[src/rtl/lob_pkg.sv]
// Shared types, codes and defaults of the limit order book.
package lob_pkg;

  localparam int ORDER_SLOTS_DEF  = 1024;
  localparam int PRICE_LEVELS_DEF = 1024;
  localparam int LIVE_W           = 11;

  typedef enum logic [1:0] {
    FUNC_ADD    = 2'd0,
    FUNC_CANCEL = 2'd1,
    FUNC_EXEC   = 2'd2,
    FUNC_NONE   = 2'd3
  } func_t;

  typedef enum logic [2:0] {
    ST_DONE     = 3'd0,
    ST_DUP_ID   = 3'd1,
    ST_UNKNOWN  = 3'd2,
    ST_ZERO     = 3'd3,
    ST_OVERFILL = 3'd4,
    ST_RANGE    = 3'd5,
    ST_FULL     = 3'd6,
    ST_SPARE    = 3'd7
  } status_t;

  // Commands from the controller to the datapath.
  typedef struct packed {
    logic cnt_clr;
    logic clr_wr;
    logic load_in;
    logic rd_find;
    logic apply;
    logic rd_best;
    logic load_out;
  } lob_cmd_t;

  // Status from the datapath to the controller.
  typedef struct packed {
    logic cnt_last;
  } lob_sts_t;

endpackage

[src/rtl/lob_ctrl.sv]
// Controller state machine of the limit order book.
module lob_ctrl (
  input  logic              clk,
  input  logic              rst,
  input  logic              in_valid,
  output logic              in_stall,
  output logic              out_valid,
  input  logic              out_stall,
  output lob_pkg::lob_cmd_t cmd,
  input  lob_pkg::lob_sts_t sts
);

  typedef enum logic [7:0] {
    S_CLEAR  = 8'b0000_0001,
    S_IDLE   = 8'b0000_0010,
    S_FIND   = 8'b0000_0100,
    S_DRAIN1 = 8'b0000_1000,
    S_APPLY  = 8'b0001_0000,
    S_BEST   = 8'b0010_0000,
    S_DRAIN2 = 8'b0100_0000,
    S_DONE   = 8'b1000_0000
  } state_t;

  state_t state;
  state_t state_next;
  logic   out_free;

  assign in_stall = (state != S_IDLE);
  assign out_free = !out_valid || !out_stall;

  always_comb begin
    state_next = state;
    cmd        = '0;
    case (state)
      S_CLEAR: begin
        cmd.clr_wr = 1'b1;
        if (sts.cnt_last) begin
          state_next = S_IDLE;
        end
      end
      S_IDLE: begin
        if (in_valid) begin
          cmd.load_in = 1'b1;
          cmd.cnt_clr = 1'b1;
          state_next  = S_FIND;
        end
      end
      S_FIND: begin
        cmd.rd_find = 1'b1;
        if (sts.cnt_last) begin
          state_next = S_DRAIN1;
        end
      end
      S_DRAIN1: state_next = S_APPLY;
      S_APPLY: begin
        cmd.apply   = 1'b1;
        cmd.cnt_clr = 1'b1;
        state_next  = S_BEST;
      end
      S_BEST: begin
        cmd.rd_best = 1'b1;
        if (sts.cnt_last) begin
          state_next = S_DRAIN2;
        end
      end
      S_DRAIN2: state_next = S_DONE;
      S_DONE: begin
        if (out_free) begin
          cmd.load_out = 1'b1;
          state_next   = S_IDLE;
        end
      end
      default: state_next = S_IDLE;
    endcase
  end

  always_ff @(posedge clk) begin
    if (rst) begin
      state     <= S_CLEAR;
      out_valid <= 1'b0;
    end else begin
      state <= state_next;
      if (cmd.load_out) begin
        out_valid <= 1'b1;
      end else if (!out_stall) begin
        out_valid <= 1'b0;
      end
    end
  end

endmodule

[config.mk]
export PLATFORM = sky130hd
export DESIGN_NAME = lob_ctrl
export DESIGN_NICKNAME = d
export VERILOG_FILES = /design/src/rtl/lob_pkg.sv /design/src/rtl/lob_ctrl.sv
export SDC_FILE = /design/constraint.sdc
export NUM_CORES = 1
export LEC_CHECK = 0
export BUFFER_PORTS_ARGS = -buffer_cell sky130_fd_sc_hd__buf_2
export CORE_UTILIZATION = 39
export CTS_BUF_LIST = sky130_fd_sc_hd__clkbuf_8
export DETAILED_ROUTE_END_ITERATION = 16
export PLACE_DENSITY_LB_ADDON = 0.2
export REMOVE_ABC_BUFFERS = 1
export SLEW_MARGIN = 30
export SYNTH_ARGS = -nofsm -noshare
export SYNTH_HDL_FRONTEND = slang
export SYNTH_SLANG_ARGS = --single-unit
[constraint.sdc]
create_clock -name clk -period 2.2 [get_ports clk]
set_input_delay 0.44 -clock clk [delete_from_list [all_inputs] [get_ports clk]]
set_output_delay 0.44 -clock clk [all_outputs]
set_load 0.005 [all_outputs]
==> flow_summary.json <==
{
  "status": "complete, but fails checks",
  "failing_checks": "setup timing",
  "kind_of_start_point_of_the_critical_path": "flip-flop",
  "clockPowerShare_pct": 41.8,
  "dp_hpwl_microns": 928.8,
  "grt_setup_unrepaired": "true",
  "total_i_o_pin_count": 14,
  "synth.lib_cells_used.distinct": 35,
  "muxShareOfSynthArea_pct": 1.798,
  "die_h_microns": 39.79,
  "hold_viol_final": 0,
  "slew_headroom_pct": 78.22,
  "worstPathCellList": "or4_4, or4_4, inv_2, or2_2, buf_2",
  "critical_path.endpoint_type": "output pin",
  "clock_tree.htree_level_count": 1,
  "fin_nets": 91,
  "drc": 0,
  "synth_compound_gate_area_share_pct": 15.73,
  "timing.setup.critical_path_class": "flip-flop to output pin",
  "synth_seq_area_share_pct": 32.36,
  "cts-root-buf": "sky130_fd_sc_hd__clkbuf_8",
  "worst_clock_skew_ns": 0.003359,
  "combinational_family_with_the_most_area_after_synthesis": "simple AND/OR/NAND/NOR gates",
  "num_rows": 13,
  "start_util_pct": 42.26,
  "synth_fa_ha_area_share_pct": 0,
  "worstPathMaxFanout": 5,
  "intPower_w": 0.0003304,
  "diodes": 0,
  "placed_cell_area_sq_um": 646.9,
  "grt_start_max_net_pins": 10,
  "grt_pass1_wl_microns": 1994,
  "timing.hold.ws_ns": 0.5096,
  "min_period_ns": 2.238,
  "layout-area-overhead-vs-synth_pct": 26.97,
  "gpl.final_weighted_congestion": 0.8321,
  "report.final.slew_viol_count": 0,
  "netlist_area_sq_um": 556.8,
  "die-width_microns": 39.79,
  "power.density_nw_per_um2": 614.6,
  "share_of_the_cycle_needed_by_the_critical_path_after_routing_pct": 101.7,
  "clock_sink_count": 9,
  "grt_antenna_before_repair": 0,
  "fp.dieArea_sq_um": 1583,
  "cts-buffers-inserted": 3,
  "synthesis.area_per_instance_sq_um": 8.188,
  "synth.ff_latch_count": 9,
  "seqCellArea_sq_um": 181.4,
  "synth.top_cell.area_share_pct": 32.36,
  "regToRegSetupSlack_ns": 0.22,
  "yosys.area_share.xor_xnor_pct": 4.719,
  "viasPerCell": 5.340,
  "slowest_stage_delay_on_critical_path_ns": 0.56,
  "required_time_of_the_critical_path_ns": 1.76,
  "worst-slew-pin-transition_ns": 0.3237,
  "power.net_switching_w": 0.0001041,
  "all_layer_global_routing_usage_pct": 18.90,
  "ys_warn_count": 0,
  "pwr-share-seq_pct": 40.1,
  "share_comb_of_total_power_pct": 18.1,
  "clk_pin_slew_ns": 0.04,
  "port_buffers": 13,
  "worstHoldPathType": "primary input to flip-flop",
  "leakagePower_nw": 0.3125,
  "ant_nets": 0,
  "setup_viol": 2,
  "via_count_of_the_first_global_routing_pass": 459,
  "vdd.ir_drop.worst_uv": 461.9,
  "dr_total_vias": 534,
  "timing.critical_path.slowest_stage_cell": "sky130_fd_sc_hd__or4_4",
  "total_power_w": 0.0004345,
  "clock_path_buffers": 2,
  "coreArea_sq_um": 1318,
  "crit_top_cell": "sky130_fd_sc_hd__or4_4",
  "final.fill_count": 135,
  "dr.first_iter.drc_count": 14,
  "clock_tree_from_tritoncts": "yes",
  "insertion_delay_ns": 0.23,
  "timing.fmax_mhz": 446.8,
  "drt-wirelength-per-cell_microns": 12.44,
  "yosys.area_share.simple_pct": 37.75,
  "worst_ep_arrival_time_ns": 1.80,
  "wl_microns": 1244,
  "multi_input_comb_area_sq_um": 347.8,
  "cap_violations": 0,
  "synth_cells": 68,
  "post-route-worst-setup-slack_ns": -0.03820,
  "post-synth-top-area-cell": "sky130_fd_sc_hd__dfxtp_1",
  "overflow": 0,
  "postCtsSetupBuffers": 0,
  "final_design_area_no_fill_sq_um": 706.9,
  "hold_bufs_inserted_after_cts": 0,
  "dr.pass1.iters": 4,
  "post_route_cells_drive_above_1_share_pct": 35.29,
  "yosys-top-cells-area": "sky130_fd_sc_hd__dfxtp_1 32%, sky130_fd_sc_hd__nor3b_1 6.7%, sky130_fd_sc_hd__nor2_1 4.7%",
  "power_switching_share_pct": 23.96
}
[per-stage QoR]
stage | util [%] | worst slack [ns] | TNS [ns] | instances
floorplan | - | 0.1975 | 0 | 63
global placement | 49.10 | 0.1493 | 0 | 96
detailed placement | 49.10 | 0.1390 | 0 | 96
CTS | 53.18 | -0.03634 | -0.06074 | 100
global route | 53.66 | -0.1145 | -0.2169 | 100
finish | 53.66 | -0.03820 | -0.06173 | 100
[per-layer routing]
layer / GRT usage (%) / vias up / part of all wire, %
li1: - / 275 / -
met4: 10.34 / 0 / 0.72
met5: 0 / - / 0
met2: 27.05 / 8 / 47
met3: 3.409 / 2 / 2.9
met1: 26.01 / 249 / 49
[final cells by class]
cell class	instances	share of cell area [%]
inverter	3	1.593
timing repair buffer	18	14.51
multi-input combinational	51	49.20
clock inverter	1	0.5310
tap	15	2.655
clock buffer	3	5.841
sequential	9	25.66
[flip-flops by register name, summed over array words and instances, names as in the netlist]
name and flops:
state 8, out_valid 1
[cells in the mapped netlist (all sizes together)]
master and instances:
a211oi 1, a21o 1, a21oi 3, a31oi 1
and2 1, and2b 1, and4b 2, buf 4
clkbuf 1, dfxtp 9, inv 3, mux2i 1
nand2 4, nand2b 2, nand3 1, nor2 7
nor2b 1, nor3 3, nor3b 5, nor4 1
o211ai 2, o21ai 3, o22ai 1, o32a 1
or2 1, or3 1, or4 3, or4b 1
xnor2 2, xor2 1
[repair_timing]
| item | CTS | global route |
|---|---|---|
| pin swaps | 2 | 1 |
| gates resized for setup | 3 | 2 |
| endpoints found under the setup margin | 3 | 3 |
[worst max-delay path, delay by kind of cell (launching register included)]
kind,cells,cell delay [ns]
flops,1,0.31
simple gates,3,1.09
buf+inv,2,0.17
[logic make-up after synthesis]
family | count (synthesis)
AO/OA/AOI/OAI | 13
buffers and inverters | 8
XOR/XNOR | 3
AND/OR/NAND/NOR | 34
flip-flops | 9
multiplexers | 1
[power by group through the flow]
stage                     logic (W)  registers, W  clock network [W]
final                     0.0000786      0.000174           0.000182
after global routing      0.0000864      0.000175           0.000201
after CTS                 0.0000771      0.000174           0.000188
after detailed placement  0.0000755      0.000177                  0
after global placement    0.0000751      0.000176                  0
after floorplan           0.0000428      0.000180                  0
[cells in the final DEF (no fill, tap or decap), types with 2 or more instances in the layout]
cell type,n
sky130_fd_sc_hd__o21ai_0,3
sky130_fd_sc_hd__or4_4,2
sky130_fd_sc_hd__dfxtp_1,8
sky130_fd_sc_hd__buf_2,13
sky130_fd_sc_hd__nand2b_1,2
sky130_fd_sc_hd__nor3b_1,4
sky130_fd_sc_hd__buf_4,5
sky130_fd_sc_hd__xnor2_1,2
sky130_fd_sc_hd__clkbuf_8,3
sky130_fd_sc_hd__and4b_1,2
sky130_fd_sc_hd__a21oi_1,3
sky130_fd_sc_hd__inv_1,3
sky130_fd_sc_hd__nor3_1,3
sky130_fd_sc_hd__nand2_1,4
sky130_fd_sc_hd__nor2_1,7
[path summary, 6_finish.rpt]
check             from  endpoint  cells past startpoint
min                rst  state[3]                      2
max reg2reg   state[1]  state[2]                      5
max           state[1]    cmd[6]                      5
min reg2reg  out_valid  state[7]                      2
(Power assumes the default switching activity.)
